[src/sv/plt_pkg.sv]
// Shared types and constants for the polyline leading-trim block.
// Used by plt_ctrl, plt_dp and polyline_leading_trim_core; no dependencies.
package plt_pkg;

    // Coordinate and arithmetic widths
    localparam int COORD_W = 32;               // signed coordinate width
    localparam int D_W     = COORD_W + 1;      // axis difference / magnitude
    localparam int SQ_W    = 2 * D_W;          // squared magnitude and sum of squares
    localparam int ROOT_W  = D_W + 1;          // segment length (floor sqrt)
    localparam int RAD_W   = 2 * ROOT_W;       // radicand padded to whole digit pairs
    localparam int TRIM_W  = 31;               // trim distance / remaining trim
    localparam int TOL_W   = 8;                // equality tolerance
    localparam int NUM_W   = D_W + TRIM_W;     // interpolation numerator
    localparam int CNT_W   = $clog2(ROOT_W);   // iteration counter
    localparam int CFG_W   = TRIM_W;           // widest register
    localparam int AX_W    = 2;                // axis select

    // Register indexes on the configuration port
    localparam logic REG_TRIM = 1'b0;
    localparam logic REG_TOL  = 1'b1;

    // Axis selects
    localparam logic [AX_W-1:0] AX_X = 2'd0;
    localparam logic [AX_W-1:0] AX_Z = 2'd2;

    typedef enum logic [3:0] {
        ST_IDLE,
        ST_DISPATCH,
        ST_SQ_MUL,
        ST_SQ_ACC,
        ST_SQRT_INIT,
        ST_SQRT,
        ST_CHECK,
        ST_PR_MUL,
        ST_PR_STORE,
        ST_DIV,
        ST_SET_START,
        ST_CMP,
        ST_OUT1,
        ST_OUT2
    } t_state;

    typedef enum logic [1:0] {
        PH_AWAIT,
        PH_TRIM,
        PH_PASS,
        PH_THRU
    } t_phase;

    // What the output register loads
    typedef enum logic [1:0] {
        OS_POINT,
        OS_START,
        OS_MARK
    } t_osel;

    typedef struct packed {
        logic            load_in;
        logic            init_trim;
        logic            mul_sq;
        logic            mul_div;
        logic            acc_clr;
        logic            acc_add;
        logic            sqrt_start;
        logic            sqrt_step;
        logic            div_load;
        logic            div_step;
        logic            start_set;
        logic            trim_adv;
        logic            end_set;
        logic            out_load;
        t_osel           out_sel;
        logic            out_valid;
        logic            out_final;
        logic [AX_W-1:0] ax;
    } t_dp_cmd;

    typedef struct packed {
        logic pt_end;
        logic trim_zero;
        logic same_start;
        logic reach;
        logic iter_done;
    } t_dp_sts;

endpackage

[src/sv/plt_ctrl.sv]
// Controller of the leading-trim block: path phase and per-item sequencer.
// Drives plt_dp through t_dp_cmd; depends on plt_pkg.
module plt_ctrl (
    input  logic             i_clk,
    input  logic             i_rst_n,
    input  logic             i_s_tvalid,
    output logic             o_s_tready,
    output logic             o_m_tvalid,
    input  logic             i_m_tready,
    input  plt_pkg::t_dp_sts i_sts,
    output plt_pkg::t_dp_cmd o_cmd
);
    import plt_pkg::*;

    t_state          r_state, n_state;
    t_phase          r_phase, n_phase;
    logic [AX_W-1:0] r_ax, n_ax;
    logic            r_second, n_second;

    // State registers
    always_ff @(posedge i_clk) begin
        if (!i_rst_n) begin
            r_state  <= ST_IDLE;
            r_phase  <= PH_AWAIT;
            r_ax     <= AX_X;
            r_second <= 1'b0;
        end else begin
            r_state  <= n_state;
            r_phase  <= n_phase;
            r_ax     <= n_ax;
            r_second <= n_second;
        end
    end

    assign o_s_tready = (r_state == ST_IDLE);
    assign o_m_tvalid = (r_state == ST_OUT1) || (r_state == ST_OUT2);

    // Next state and commands
    always_comb begin
        n_state  = r_state;
        n_phase  = r_phase;
        n_ax     = r_ax;
        n_second = r_second;
        o_cmd    = '0;
        o_cmd.ax = r_ax;
        o_cmd.out_sel = OS_POINT;

        unique case (r_state)
            ST_IDLE: begin
                if (i_s_tvalid) begin
                    o_cmd.load_in = 1'b1;
                    n_state = ST_DISPATCH;
                end
            end
            ST_DISPATCH: begin
                n_second = 1'b0;
                unique case (r_phase)
                    PH_AWAIT: begin
                        if (i_sts.pt_end) begin
                            o_cmd.out_load = 1'b1;
                            o_cmd.out_valid = 1'b1;
                            o_cmd.out_final = 1'b1;
                            n_state = ST_OUT1;
                        end else if (i_sts.trim_zero) begin
                            o_cmd.out_load = 1'b1;
                            o_cmd.out_valid = 1'b1;
                            n_phase = PH_THRU;
                            n_state = ST_OUT1;
                        end else begin
                            o_cmd.init_trim = 1'b1;
                            n_phase = PH_TRIM;
                            n_state = ST_IDLE;
                        end
                    end
                    PH_TRIM: begin
                        o_cmd.acc_clr = 1'b1;
                        n_ax = AX_X;
                        n_state = ST_SQ_MUL;
                    end
                    PH_PASS: begin
                        if (i_sts.same_start) begin
                            if (i_sts.pt_end) begin
                                o_cmd.out_load = 1'b1;
                                o_cmd.out_sel = OS_MARK;
                                o_cmd.out_final = 1'b1;
                                n_phase = PH_AWAIT;
                                n_state = ST_OUT1;
                            end else begin
                                n_state = ST_IDLE;
                            end
                        end else begin
                            o_cmd.out_load = 1'b1;
                            o_cmd.out_valid = 1'b1;
                            o_cmd.out_final = i_sts.pt_end;
                            if (i_sts.pt_end) n_phase = PH_AWAIT;
                            n_state = ST_OUT1;
                        end
                    end
                    default: begin
                        o_cmd.out_load = 1'b1;
                        o_cmd.out_valid = 1'b1;
                        o_cmd.out_final = i_sts.pt_end;
                        if (i_sts.pt_end) n_phase = PH_AWAIT;
                        n_state = ST_OUT1;
                    end
                endcase
            end
            // Sum of squares, one axis per multiply
            ST_SQ_MUL: begin
                o_cmd.mul_sq = 1'b1;
                n_state = ST_SQ_ACC;
            end
            ST_SQ_ACC: begin
                o_cmd.acc_add = 1'b1;
                if (r_ax == AX_Z) begin
                    n_state = ST_SQRT_INIT;
                end else begin
                    n_ax = r_ax + 1'b1;
                    n_state = ST_SQ_MUL;
                end
            end
            ST_SQRT_INIT: begin
                o_cmd.sqrt_start = 1'b1;
                n_state = ST_SQRT;
            end
            ST_SQRT: begin
                o_cmd.sqrt_step = 1'b1;
                if (i_sts.iter_done) n_state = ST_CHECK;
            end
            // Segment reaches the remaining trim, or is consumed whole
            ST_CHECK: begin
                if (i_sts.reach) begin
                    n_ax = AX_X;
                    n_state = ST_PR_MUL;
                end else begin
                    o_cmd.trim_adv = 1'b1;
                    if (i_sts.pt_end) begin
                        o_cmd.end_set = 1'b1;
                        o_cmd.out_load = 1'b1;
                        o_cmd.out_valid = 1'b1;
                        o_cmd.out_final = 1'b1;
                        n_second = 1'b0;
                        n_phase = PH_AWAIT;
                        n_state = ST_OUT1;
                    end else begin
                        n_state = ST_IDLE;
                    end
                end
            end
            // Interpolation numerators, then all three divisions together
            ST_PR_MUL: begin
                o_cmd.mul_div = 1'b1;
                n_state = ST_PR_STORE;
            end
            ST_PR_STORE: begin
                o_cmd.div_load = 1'b1;
                if (r_ax == AX_Z) begin
                    n_state = ST_DIV;
                end else begin
                    n_ax = r_ax + 1'b1;
                    n_state = ST_PR_MUL;
                end
            end
            ST_DIV: begin
                o_cmd.div_step = 1'b1;
                if (i_sts.iter_done) n_state = ST_SET_START;
            end
            ST_SET_START: begin
                o_cmd.start_set = 1'b1;
                n_state = ST_CMP;
            end
            ST_CMP: begin
                o_cmd.out_load = 1'b1;
                o_cmd.out_sel = OS_START;
                o_cmd.out_valid = 1'b1;
                o_cmd.out_final = i_sts.same_start && i_sts.pt_end;
                n_second = !i_sts.same_start;
                n_phase = i_sts.pt_end ? PH_AWAIT : PH_PASS;
                n_state = ST_OUT1;
            end
            // Result transfers
            ST_OUT1: begin
                if (i_m_tready) begin
                    if (r_second) begin
                        o_cmd.out_load = 1'b1;
                        o_cmd.out_valid = 1'b1;
                        o_cmd.out_final = i_sts.pt_end;
                        n_second = 1'b0;
                        n_state = ST_OUT2;
                    end else begin
                        n_state = ST_IDLE;
                    end
                end
            end
            ST_OUT2: begin
                if (i_m_tready) n_state = ST_IDLE;
            end
            default: n_state = ST_IDLE;
        endcase
    end

endmodule

[config.mk]
export PLATFORM = sky130hd
export DESIGN_NAME = plt_ctrl
export DESIGN_NICKNAME = d
export VERILOG_FILES = /design/src/sv/plt_pkg.sv /design/src/sv/plt_ctrl.sv
export SDC_FILE = /design/constraint.sdc
export NUM_CORES = 1
export LEC_CHECK = 0
export ABC_AREA = 1
export BUFFER_PORTS_ARGS = -buffer_cell sky130_fd_sc_hd__buf_2
export CAP_MARGIN = 40
export CORE_MARGIN = 2
export CORE_UTILIZATION = 45
export CTS_BUF_LIST = sky130_fd_sc_hd__clkbuf_8
export DETAILED_ROUTE_END_ITERATION = 16
export GPL_ROUTABILITY_DRIVEN = 0
export PLACE_DENSITY_LB_ADDON = 0.15
export RECOVER_POWER = 50
export SLEW_MARGIN = 20
export SYNTH_ARGS = -nofsm -noshare
export SYNTH_HDL_FRONTEND = slang
export SYNTH_SLANG_ARGS = --single-unit
[constraint.sdc]
create_clock -name i_clk -period 1.1 [get_ports i_clk]
set_input_delay 0.11 -clock i_clk [delete_from_list [all_inputs] [get_ports i_clk]]
set_output_delay 0.11 -clock i_clk [all_outputs]
set_load 0.02 [all_outputs]
==> results.md, run 1 <==
* Status: did not finish
* Failed at: global routing
* Err: [ERROR DPL-0038] Utilization greater than 100%, impossible to legalize
* Register area share after synthesis at 19.9%
* Post-DP Area at 1530 sq um
* Initial Util at 47.0%
* Max H-tree Level at 1
* Die Width at 48.8 um
* Largest net degree at the start of global routing at 9
* Post-Synthesis Cells at 174
* Port Buffer Count at 30
* Yosys cell types at 22
* Worst_ep grt: o_cmd[2]
* Root Buffer: clkbuf_8
* Yosys reg bits at 9
* Synth Area per Inst at 5.19 sq um
* Clock tree buffer depth at 2
* Die Y at 48.8 um
* Pre-CTS WS at -270 ps
* Num rows at 16
* Yosys warnings at 0
* Post-Synthesis Net Count at 184
* Top-Level Pins at 31
* CTS sink cnt at 9
* DPL Wire Length at 2.64 mm
* Worst EP kind: output port
* Synthesized area at 903 sq um
* Num CTS Buffers at 3
-- cells in the mapped netlist --
master | number | share of area, %
nand2_1 | 53 | 22
inv_1 | 29 | 12
nor2_1 | 24 | 10
nand3_1 | 16 | 8.9
a21oi_1 | 13 | 7.2
dfxtp_1 | 9 | 20
o21ai_0 | 8 | 4.4
nor2_2 | 5 | 3.5
clkbuf_1 | 2 | 0.83
nor3_1 | 2 | 1.1
o21ai_1 | 2 | 1.1
a31oi_1 | 1 | 0.69
ha_1 | 1 | 1.4
inv_2 | 1 | 0.42
nand2_2 | 1 | 0.69
nand4_1 | 1 | 0.69
nor2_4 | 1 | 1.2
nor4_1 | 1 | 0.69
o2111ai_1 | 1 | 0.97
o21bai_1 | 1 | 0.83
or2_2 | 1 | 0.69
or3_1 | 1 | 0.69
-- kinds of logic after synthesis --
| logic type | synth area share, % |
|---|---|
| AO/OA/AOI/OAI | 15.2 |
| adder cells (fa/ha/maj) | 1.38 |
| buffers and inverters | 13.3 |
| flip-flops | 19.9 |
| AND/OR/NAND/NOR | 50.1 |
-- per-stage QoR --
step	hold slack [ps]	util (%)	setup TNS (ps)	std cells
floorplan	239	-	-1030	174
global placement	367	79.6	-2780	268
detailed placement	364	79.6	-3340	268
CTS	115	94.4	-7690	281
-- what timing repair did --
| item | in CTS |
|---|---|
| buffers inserted | 9 |
| hold buffers | 0 |
| pin swaps | 4 |
| resized for setup | 54 |
| gates cloned | 0 |
| endpoints found under the setup margin | 29 |
==> run 2: changes to the inputs <==
--- a/config.mk
+++ b/config.mk
@@ -8,10 +8,9 @@
 export ABC_AREA = 1
 export BUFFER_PORTS_ARGS = -buffer_cell sky130_fd_sc_hd__buf_2
 export CAP_MARGIN = 40
-export CORE_MARGIN = 2
-export CORE_UTILIZATION = 45
-export CTS_BUF_LIST = sky130_fd_sc_hd__clkbuf_8
+export CORE_AREA = 2 2 63 65
 export DETAILED_ROUTE_END_ITERATION = 16
+export DIE_AREA = 0 0 65 67
 export GPL_ROUTABILITY_DRIVEN = 0
 export PLACE_DENSITY_LB_ADDON = 0.15
 export RECOVER_POWER = 50
==> constraint.sdc (replaced) <==
create_clock -name i_clk -period 1.45 [get_ports i_clk]
set_input_delay 0.145 -clock i_clk [delete_from_list [all_inputs] [get_ports i_clk]]
set_output_delay 0.145 -clock i_clk [all_outputs]
set_load 0.02 [all_outputs]
==> run 2 against run 1 <==
Net effect:
- the flow now finishes, with violations (setup timing)
- synthesized area is the same
- synthesized cell count is the same
==> results.md, run 2 <==
* Status: complete, but fails checks
* Failing checks: setup timing
* Core Util, Final at 50.8%
* Vias per cell at 4.54
* Yosys cell types at 22
* CP bufs+invs at 2
* Grt ovf at 0
* Post-Synthesis Cells at 174
* Slew headroom at 77.5%
* Async SR Flop Fraction at 0%
* CTS sink cnt at 9
* Ant. Diodes at 0
* Commonest cells after routing, fill and taps aside: buf_4, nand2_1, inv_1
* Slew Limit Fails at 0
* Final Instance Area at 1830 sq um
* Slowest Stage Delay on Critical Path at 390 ps
* Pwr Total at 3.10 mW
* PD cells at 1690 nW/um^2
* Delay-heaviest family, CP: simple AND/OR/NAND/NOR gates
* Die Width at 65 um
* CP Data Arrival Time at 1470 ps
* Most common cell on crit path: buf_6
* Yosys warnings at 0
* Max cap viols at 0
* Iter 0 DRT Violations at 60
* DRT Pass-1 Iters at 4
* Port Buffer Count at 30
* CTS Hold Bufs at 0
* Filler Cell Count at 392
* Yosys reg bits at 9
* Crit Path Class: reg -> out
* Synth-to-Final Area Change at 103%
* Gr usage total at 16.3%
* Final hold violation count at 0
* Pre-CTS WS at -41.5 ps
* Post-Synthesis Net Count at 184
* Clk_lat worst skew at 240 ps
* Post-DRT Antenna Nets at 0
* CTS clock-pin slew for the worst setup and hold paths at 50 ps
* Initial antenna violation count at 0
* Initial Util at 25.1%
* Crit path max-delay cell type: or3_1
* Worst VDD drop at 0.638 mV
* Ranking of synthesized cells by area: nand2_1, dfxtp_1, inv_1
* Reg2Reg Depth at 11
* Worst slew pin tran at 337 ps
* Layout cells sized above 1 at 54.0%
* Setup_tns at -723 ps
* Num rows at 22
* RSZ-0062 raised after global routing: true
* Synth top area share at 22.0%
* First-pass GRT wire length at 5.50 mm
* Most frequent cell after synthesis: nand2_1
* Largest net degree at the start of global routing at 10
* Synthesized area at 903 sq um
* Clock Skew at 9.64 ps
* Post-synth top flop: dfxtp_1
* Setup ws final at -162 ps
* Max reg flops at 4
* Tcrit/Tclk final at 111%
* Die Y at 67 um
* Data required time of the worst path at 1310 ps
* Synth Area per Inst at 5.19 sq um
* Period minus WS final at 1610 ps
* Commonest non-fill, non-tap cell in the layout: buf_4
* Endpoints failing setup at 8
* Leakage dissipation at 0.981 nW
* WL final at 3.50 mm
* Routed length per instance at 11.7 um
* Hold EP: r_ax[0]$_SDFFE_PN0P_
* Worst reg2reg endpoint: r_ax[1]$_SDFFE_PN0P_
* CTS tree: done
* HP Start: i_rst_n
* Register area share after synthesis at 19.9%
* Biggest register: r_state
* Crit. End Element: output pin
* Vias at 1361
* Core area at 3610 sq um
* Post-synth EDFFs at 0
* DPL Wire Length at 2.66 mm
* Root Buffer: clkbuf_8
* Maximum clock frequency at 620 MHz
* Critical path cell sequence: buf_6 > nor2_4 > nand2_4 > nor2_2 > or3_1 > buf_6
* Die area at 4360 sq um
* Post-route DRC at 0
* Synth top cells by count: nand2_1, inv_1, nor2_1
* Max H-tree Level at 1
* Post-DP Area at 1430 sq um
* Largest regs: r_state: 4 flops, r_ax: 2 flops, r_phase: 2 flops
* Crit path launch type: flop
* Hold path cells at 3
* Nets at 263
* Reg2reg start: r_state[2]$_SDFFE_PN0P_
* Vias in the first global route at 1246
* Num CTS Buffers at 3
* Top-Level Pins at 31
* Critical path peak fanout at 4
* Reg-to-reg slack, setup at -20 ps
* Hold Crit Class: in -> reg
* Largest area contributor in the netlist: nand2_1
* Clock tree buffer depth at 2
[run 2: power breakdown]
group | switching, mW | internal [mW]
clock | 0.109 | 0.193
sequential | 0.120 | 0.347
combinational | 1.25 | 1.08
[run 2: how the worst max path moves through the flow]
stage | start | endpoint | slack (ps) | cells past startpoint
final | r_state[3]$_SDFFE_PN0P_ | o_cmd[3] | -160 | 6
after global routing | r_state[3]$_SDFFE_PN0P_ | o_cmd[6] | -220 | 6
after CTS | r_state[2]$_SDFFE_PN0P_ | o_cmd[3] | -140 | 7
after detailed placement | r_state[2]$_SDFFE_PN0P_ | r_phase[0]$_SDFFE_PN0P_ | -40 | 9
after global placement | r_state[2]$_SDFFE_PN0P_ | o_cmd[2] | -50 | 7
after floorplan | r_state[3]$_SDFFE_PN0P_ | o_cmd[2] | 20 | 6
[run 2: metal layers]
metal  vias up  global-route usage (%)  routed length [um]
met4         0                    5.32                  93
met1       604                    21.2                1550
met5         -                       0                   0
met3        10                    2.36                 168
met2        40                    27.6                1690
li1        707                       -                   -
[run 2: cell type report]
class	instances	area (sq um)	share of cell area, %
Multi-Input combinational cell	133	833	45.5
Timing Repair Buffer	76	576	31.4
Sequential cell	9	196	10.7
Inverter	30	120	6.56
Tap cell	48	60.1	3.28
Clock buffer	4	45.0	2.46
[run 2: worst reg2reg max path, delay by kind of cell, from the launching register on]
| kind | cells | cell delay (ps) |
|---|---|---|
| buffers and inverters | 3 | 360 |
| AND/OR/NAND/NOR | 7 | 520 |
| AO/OA/AOI/OAI | 1 | 130 |
| flip-flops | 1 | 360 |
[run 2: what timing repair did]
action | 4_1_cts | 5_1_grt
gates resized for setup | 46 | 58
pin swaps | 3 | 17
endpoints found under the setup margin | 16 | 22
setup buffers | 4 | 4
[run 2: logic make-up after synthesis]
| kind of cell | after synthesis | synth area share, % |
|---|---|---|
| AOI/OAI and AO/OA | 26 | 15.2 |
| DFF | 9 | 19.9 |
| adders and majority gates | 1 | 1.38 |
| and+or+nand+nor | 106 | 50.1 |
| buffers and inverters | 32 | 13.3 |
[run 2: metrics by stage]
stage	hold WS, ps	cells
2_1_floorplan	283	174
3_3_place_gp	398	290
3_5_place_dp	404	290
4_1_cts	154	298
5_1_grt	184	300
6_report	153	300
No activity file was read; power rests on OpenSTA's default activity.
==> run 3: changes to the inputs <==
--- a/config.mk
+++ b/config.mk
@@ -13,8 +13,8 @@
 export DIE_AREA = 0 0 65 67
 export GPL_ROUTABILITY_DRIVEN = 0
 export PLACE_DENSITY_LB_ADDON = 0.15
-export RECOVER_POWER = 50
 export SLEW_MARGIN = 20
 export SYNTH_ARGS = -nofsm -noshare
 export SYNTH_HDL_FRONTEND = slang
 export SYNTH_SLANG_ARGS = --single-unit
+export TNS_END_PERCENT = 30
==> run 3 against run 2 <==
Net effect:
- the run still ends with setup timing left
- worst setup slack gained 11 ps
- critical path type unchanged
- register-to-register slack gained 50 ps
- largest cell class unchanged
- wire length shrank 2.8%
- core utilization shrank 4.4 points
- final area shrank 8.7%
- global-route usage shrank 0.16 points
==> results.md, run 3 (synthesized netlist as in run 2, its figures left out) <==
* Status: complete, but fails checks
* Failing checks: setup timing
* Area of the multi-input gates at 744 sq um
* Reg2Reg Depth at 10
* Layout cells sized above 1 at 48.2%
* Gr usage total at 16.2%
* Slew headroom at 78.9%
* Iter 0 DRT Violations at 52
* FF+latch area at 196 sq um
* Largest regs: r_state: 4 flops, r_ax: 2 flops, r_phase: 2 flops
* Critical path cell sequence: buf_4 > nor2_4 > nand2_4 > nand3_4 > o21ai_0 > a31oi_2 > buf_4
* Crit path launch type: flop
* Synth-to-Final Area Change at 85.0%
* Post-DRT Antenna Nets at 0
* Top-Level Pins at 31
* CTS clock-pin slew for the worst setup and hold paths at 60 ps
* Vias at 1336
* Nets at 258
* Slowest Stage Delay on Critical Path at 360 ps
* Slew Limit Fails at 0
* WL final at 3.41 mm
* Ant. Diodes at 0
* Final Instance Area at 1670 sq um
* Tcrit/Tclk final at 110%
* Crit Path Class: reg -> out
* Delay-heaviest family, CP: flip-flops
* Clk_lat worst skew at 240 ps
* Core Util, Final at 46.4%
* CP Data Arrival Time at 1460 ps
* Num rows at 22
* Die Width at 65 um
* Endpoints failing setup at 7
* Largest net degree at the start of global routing at 10
* Clock tree buffer depth at 2
* Root Buffer: clkbuf_8
* Setup_tns at -495 ps
* Vias per cell at 4.53
* Hold WS at 148 ps
* Die area at 4360 sq um
* Pre-CTS WS at -79.5 ps
* Grt ovf at 0
* Maximum clock frequency at 625 MHz
* Biggest register: r_state
* Hold path cells at 3
* Initial antenna violation count at 0
* RSZ-0062 raised after global routing: true
* Hold Crit Class: in -> reg
* Commonest cells after routing, fill and taps aside: buf_4, nand2_1, inv_1
* Post-route DRC at 0
* Critical path peak fanout at 5
* Vias in the first global route at 1234
* Post-DP Area at 1380 sq um
* Port Buffer Count at 30
* Max H-tree Level at 1
* Max reg flops at 4
* CTS tree: done
* PD cells at 1740 nW/um^2
* Critical Path Stages at 7
* Num CTS Buffers at 3
* Most common cell on crit path: buf_4
* Crit. End Element: output pin
* DRT Pass-1 Iters at 7
* Setup ws final at -151 ps
* Commonest non-fill, non-tap cell in the layout: buf_4
* First-pass GRT wire length at 5.41 mm
* Leakage dissipation at 0.962 nW
* CTS sink cnt at 9
* Period minus WS final at 1600 ps
* Worst slew pin tran at 316 ps
* Worst VDD drop at 0.570 mV
* Initial Util at 25.1%
* DPL Wire Length at 2.60 mm
* Data required time of the worst path at 1310 ps
* CP bufs+invs at 2
* Crit path max-delay cell type: dfxtp_4
* Filler Cell Count at 383
* Clock Skew at 9.07 ps
* Core area at 3610 sq um
* CTS Hold Bufs at 0
* Die Y at 67 um
* Final hold violation count at 0
* Routed length per instance at 11.5 um
* Max cap viols at 0
## run 3: changes by cell type in the layout (fill, tap and decap cells not counted), sizes merged
cell,change
clkbuf,-5
## run 3: worst paths after layout
path,start,end,slack [ps]
min,i_rst_n,r_ax[0]$_SDFFE_PN0P_,150
max,r_state[3]$_SDFFE_PN0P_,o_cmd[2],-150
min reg2reg,r_phase[0]$_SDFFE_PN0P_,r_phase[0]$_SDFFE_PN0P_,510
max reg2reg,r_state[3]$_SDFFE_PN0P_,r_phase[1]$_SDFFE_PN0P_,30
## run 3: worst reg2reg max path: cells and delay by family (launching register included)
kind / cells / cell delay (ps)
AO/OA/AOI/OAI: 1 / 100
buffers and inverters: 3 / 320
flip-flops: 1 / 370
AND/OR/NAND/NOR: 6 / 560
## run 3: layer usage
layer	share of wire (%)	GRT usage, %	up-vias
met1	48	21.6	606
li1	-	-	695
met2	46	26.3	33
met5	0	0	-
met3	5.4	2.70	2
met4	0.68	5.32	0
## run 3: area by class of cell
| class | count | share of cell area (%) |
|---|---|---|
| inverter | 30 | 7.04 |
| multi-input combinational | 133 | 44.5 |
| timing repair buffer | 71 | 30.4 |
| clock buffer | 4 | 2.69 |
| sequential | 9 | 11.8 |
| tap | 48 | 3.59 |
## run 3: repair_timing
| action | 4_1_cts | 5_1_grt |
|---|---|---|
| gates resized for setup | 27 | 43 |
| endpoints found under the setup margin | 21 | 23 |
| buffers inserted | 2 | 4 |
| pin swaps | 3 | 9 |
## run 3: metrics by stage
stage / cells / power (mW)
after global placement: 285 / 2.15
after detailed placement: 285 / 2.13
after floorplan: 174 / 1.34
final: 295 / 2.91
after CTS: 291 / 2.57
after global routing: 295 / 3.15
## run 3: report_power, final
group	internal, mW	switching, mW
combinational	0.980	1.14
sequential	0.347	0.132
clock	0.193	0.120
total	1.52	1.39
==> run 4: changes to the inputs <==
--- a/config.mk
+++ b/config.mk
@@ -12,6 +12,7 @@
 export DETAILED_ROUTE_END_ITERATION = 16
 export DIE_AREA = 0 0 65 67
 export GPL_ROUTABILITY_DRIVEN = 0
+export MAX_ROUTING_LAYER = met4
 export PLACE_DENSITY_LB_ADDON = 0.15
 export SLEW_MARGIN = 20
 export SYNTH_ARGS = -nofsm -noshare
==> run 4 against run 3 <==
Net effect:
- the run still ends with setup timing left
- wire length fell by 0.56%
- die area did not move
- final area rose by 0.15%
- clock power barely moved
- sequential share of layout area barely moved
- worst hold slack barely moved
- combinational power barely moved
- global-route usage rose by 0.43 points
- first-iteration DRC count fell by 1.9%
- worst setup slack improved by 3.0 ps
- critical endpoint unchanged
- largest cell class unchanged
==> results.md, run 4 (synthesized netlist as in run 2, its figures left out) <==
* Reg2reg start: r_state[3]$_SDFFE_PN0P_
* Crit Path Class: reg -> out
* Synth-to-Final Area Change at 85.3%
* Worst slew pin tran at 314 ps
* Post-DRT Antenna Nets at 0
* Largest regs: r_state: 4 flops, r_ax: 2 flops, r_phase: 2 flops
* Tcrit/Tclk final at 110%
* Iter 0 DRT Violations at 51
* Met3 Usage GRT at 2.70%
* Setup ws final at -148 ps
* Top-Level Pins at 31
* M1 GR Usage at 21.6%
* Core Util, Final at 46.4%
* Clock tree buffer depth at 2
* Post-route DRC at 0
* Reg-to-reg slack, setup at 40 ps
* Hold path cells at 3
* WL final at 3.39 mm
* HP Start: i_rst_n
* Grt ovf at 0
* Initial Util at 25.1%
* Pwr Total at 2.91 mW
* Vias per cell at 4.52
* # placed instances at 285
* Failing checks: setup timing
* Vias at 1333
* M2 GR Usage at 26.3%
* Die area at 4360 sq um
* DPL Wire Length at 2.60 mm
* DRT Pass-1 Iters at 4
* Vias in the first global route at 1234
* Status: complete, but fails checks
* Slew headroom at 79.0%
* Port Buffer Count at 30
* Reg2Reg Depth at 10
* Die Width at 65 um
* Max cap viols at 0
* First-pass GRT wire length at 5.40 mm
* RSZ-0062 raised after global routing: true
* CTS Hold Bufs at 0
* Worst VDD drop at 0.569 mV
* Initial antenna violation count at 0
* Core area at 3610 sq um
* Crit path launch type: flop
* Final hold violation count at 0
* Nets at 258
* CTS sink cnt at 9
* Die Y at 67 um
* Endpoints failing setup at 6
* Crit. End Element: output pin
* Largest net degree at the start of global routing at 10
* Layout cells sized above 1 at 48.6%
* Slew Limit Fails at 0
* Root Buffer: clkbuf_8
* Critical path peak fanout at 5
* CP Launch Point: r_state[3]$_SDFFE_PN0P_
* Period minus WS final at 1600 ps
* Commonest non-fill, non-tap cell in the layout: buf_4
* Routed length per instance at 11.5 um
* Maximum clock frequency at 626 MHz
* Max reg flops at 4
* GRT busiest layer: met2
* Max H-tree Level at 1
* Final Instance Area at 1670 sq um
* CTS tree: done
* Worst reg2reg endpoint: r_phase[1]$_SDFFE_PN0P_
* Data required time of the worst path at 1310 ps
* Biggest register: r_state
* Post-DP Area at 1380 sq um
* Ant. Diodes at 0
* PD cells at 1740 nW/um^2
* Commonest cells after routing, fill and taps aside: buf_4, nand2_1, inv_1
* Leakage dissipation at 0.962 nW
* Hold EP: r_ax[0]$_SDFFE_PN0P_
* Clock Skew at 9.57 ps
* CP Data Arrival Time at 1450 ps
* Clk_lat worst skew at 240 ps
* Num CTS Buffers at 3
* Num rows at 22
* Fin cells at 295
* Gr usage total at 16.6%
* CTS clock-pin slew for the worst setup and hold paths at 60 ps
* Hold Crit Class: in -> reg
## run 4: cell type report
cell class                      instances  area (sq um)
Fill cell                             382          1930
Multi-Input combinational cell        133           747
Timing Repair Buffer                   71           508
Sequential cell                         9           196
Inverter                               30           118
Tap cell                               48          60.1
Clock buffer                            4          45.0
## run 4: layer usage
layer  share of wire [%]  up-vias
li1                    -      695
met1                  48      608
met2                  47       28
met3                 4.8        2
met4                0.77        0
met5                   0        -
## run 4: worst max-delay path by stage
stage          slack, ps                 endpoint  cells past startpoint
2_1_floorplan        -20  r_state[1]$_SDFFE_PN0P_                      7
3_3_place_gp        -110  r_phase[1]$_SDFFE_PN0P_                      9
3_5_place_dp         -80  r_phase[0]$_SDFFE_PN0P_                      9
4_1_cts             -160                 o_cmd[2]                      9
5_1_grt             -220                 o_cmd[2]                      7
6_report            -150                 o_cmd[2]                      7
## run 4: worst max-delay path: stages, from the launching register on
cell     delay, ps
dfxtp_4        360
buf_4          140
nor2_4         130
nand2_4         90
nand3_4        100
o21ai_0         90
a31oi_2        150
buf_4          160
## run 4: per-stage QoR
| stage | hold slack [ps] | setup TNS (ps) | worst slack (ps) |
|---|---|---|---|
| after detailed placement | 391 | -410 | -79.5 |
| after global placement | 410 | -578 | -109 |
| after floorplan | 283 | -62.6 | -17.4 |
| final | 147 | -451 | -148 |
| after CTS | 150 | -575 | -157 |
| after global routing | 163 | -1510 | -216 |
## run 4: where the power goes
group          total [mW]  switching [mW]  leakage, nW  internal, mW
registers           0.476           0.129       0.0766         0.347
logic                2.12            1.14        0.862         0.982
clock network       0.313           0.120       0.0228         0.193
total                2.91            1.39        0.962          1.52
## run 4: repair_timing
item,in CTS,in global routing
buffers inserted,2,4
gates resized for setup,27,44
endpoints found under the setup margin,21,23
pin swaps,3,9
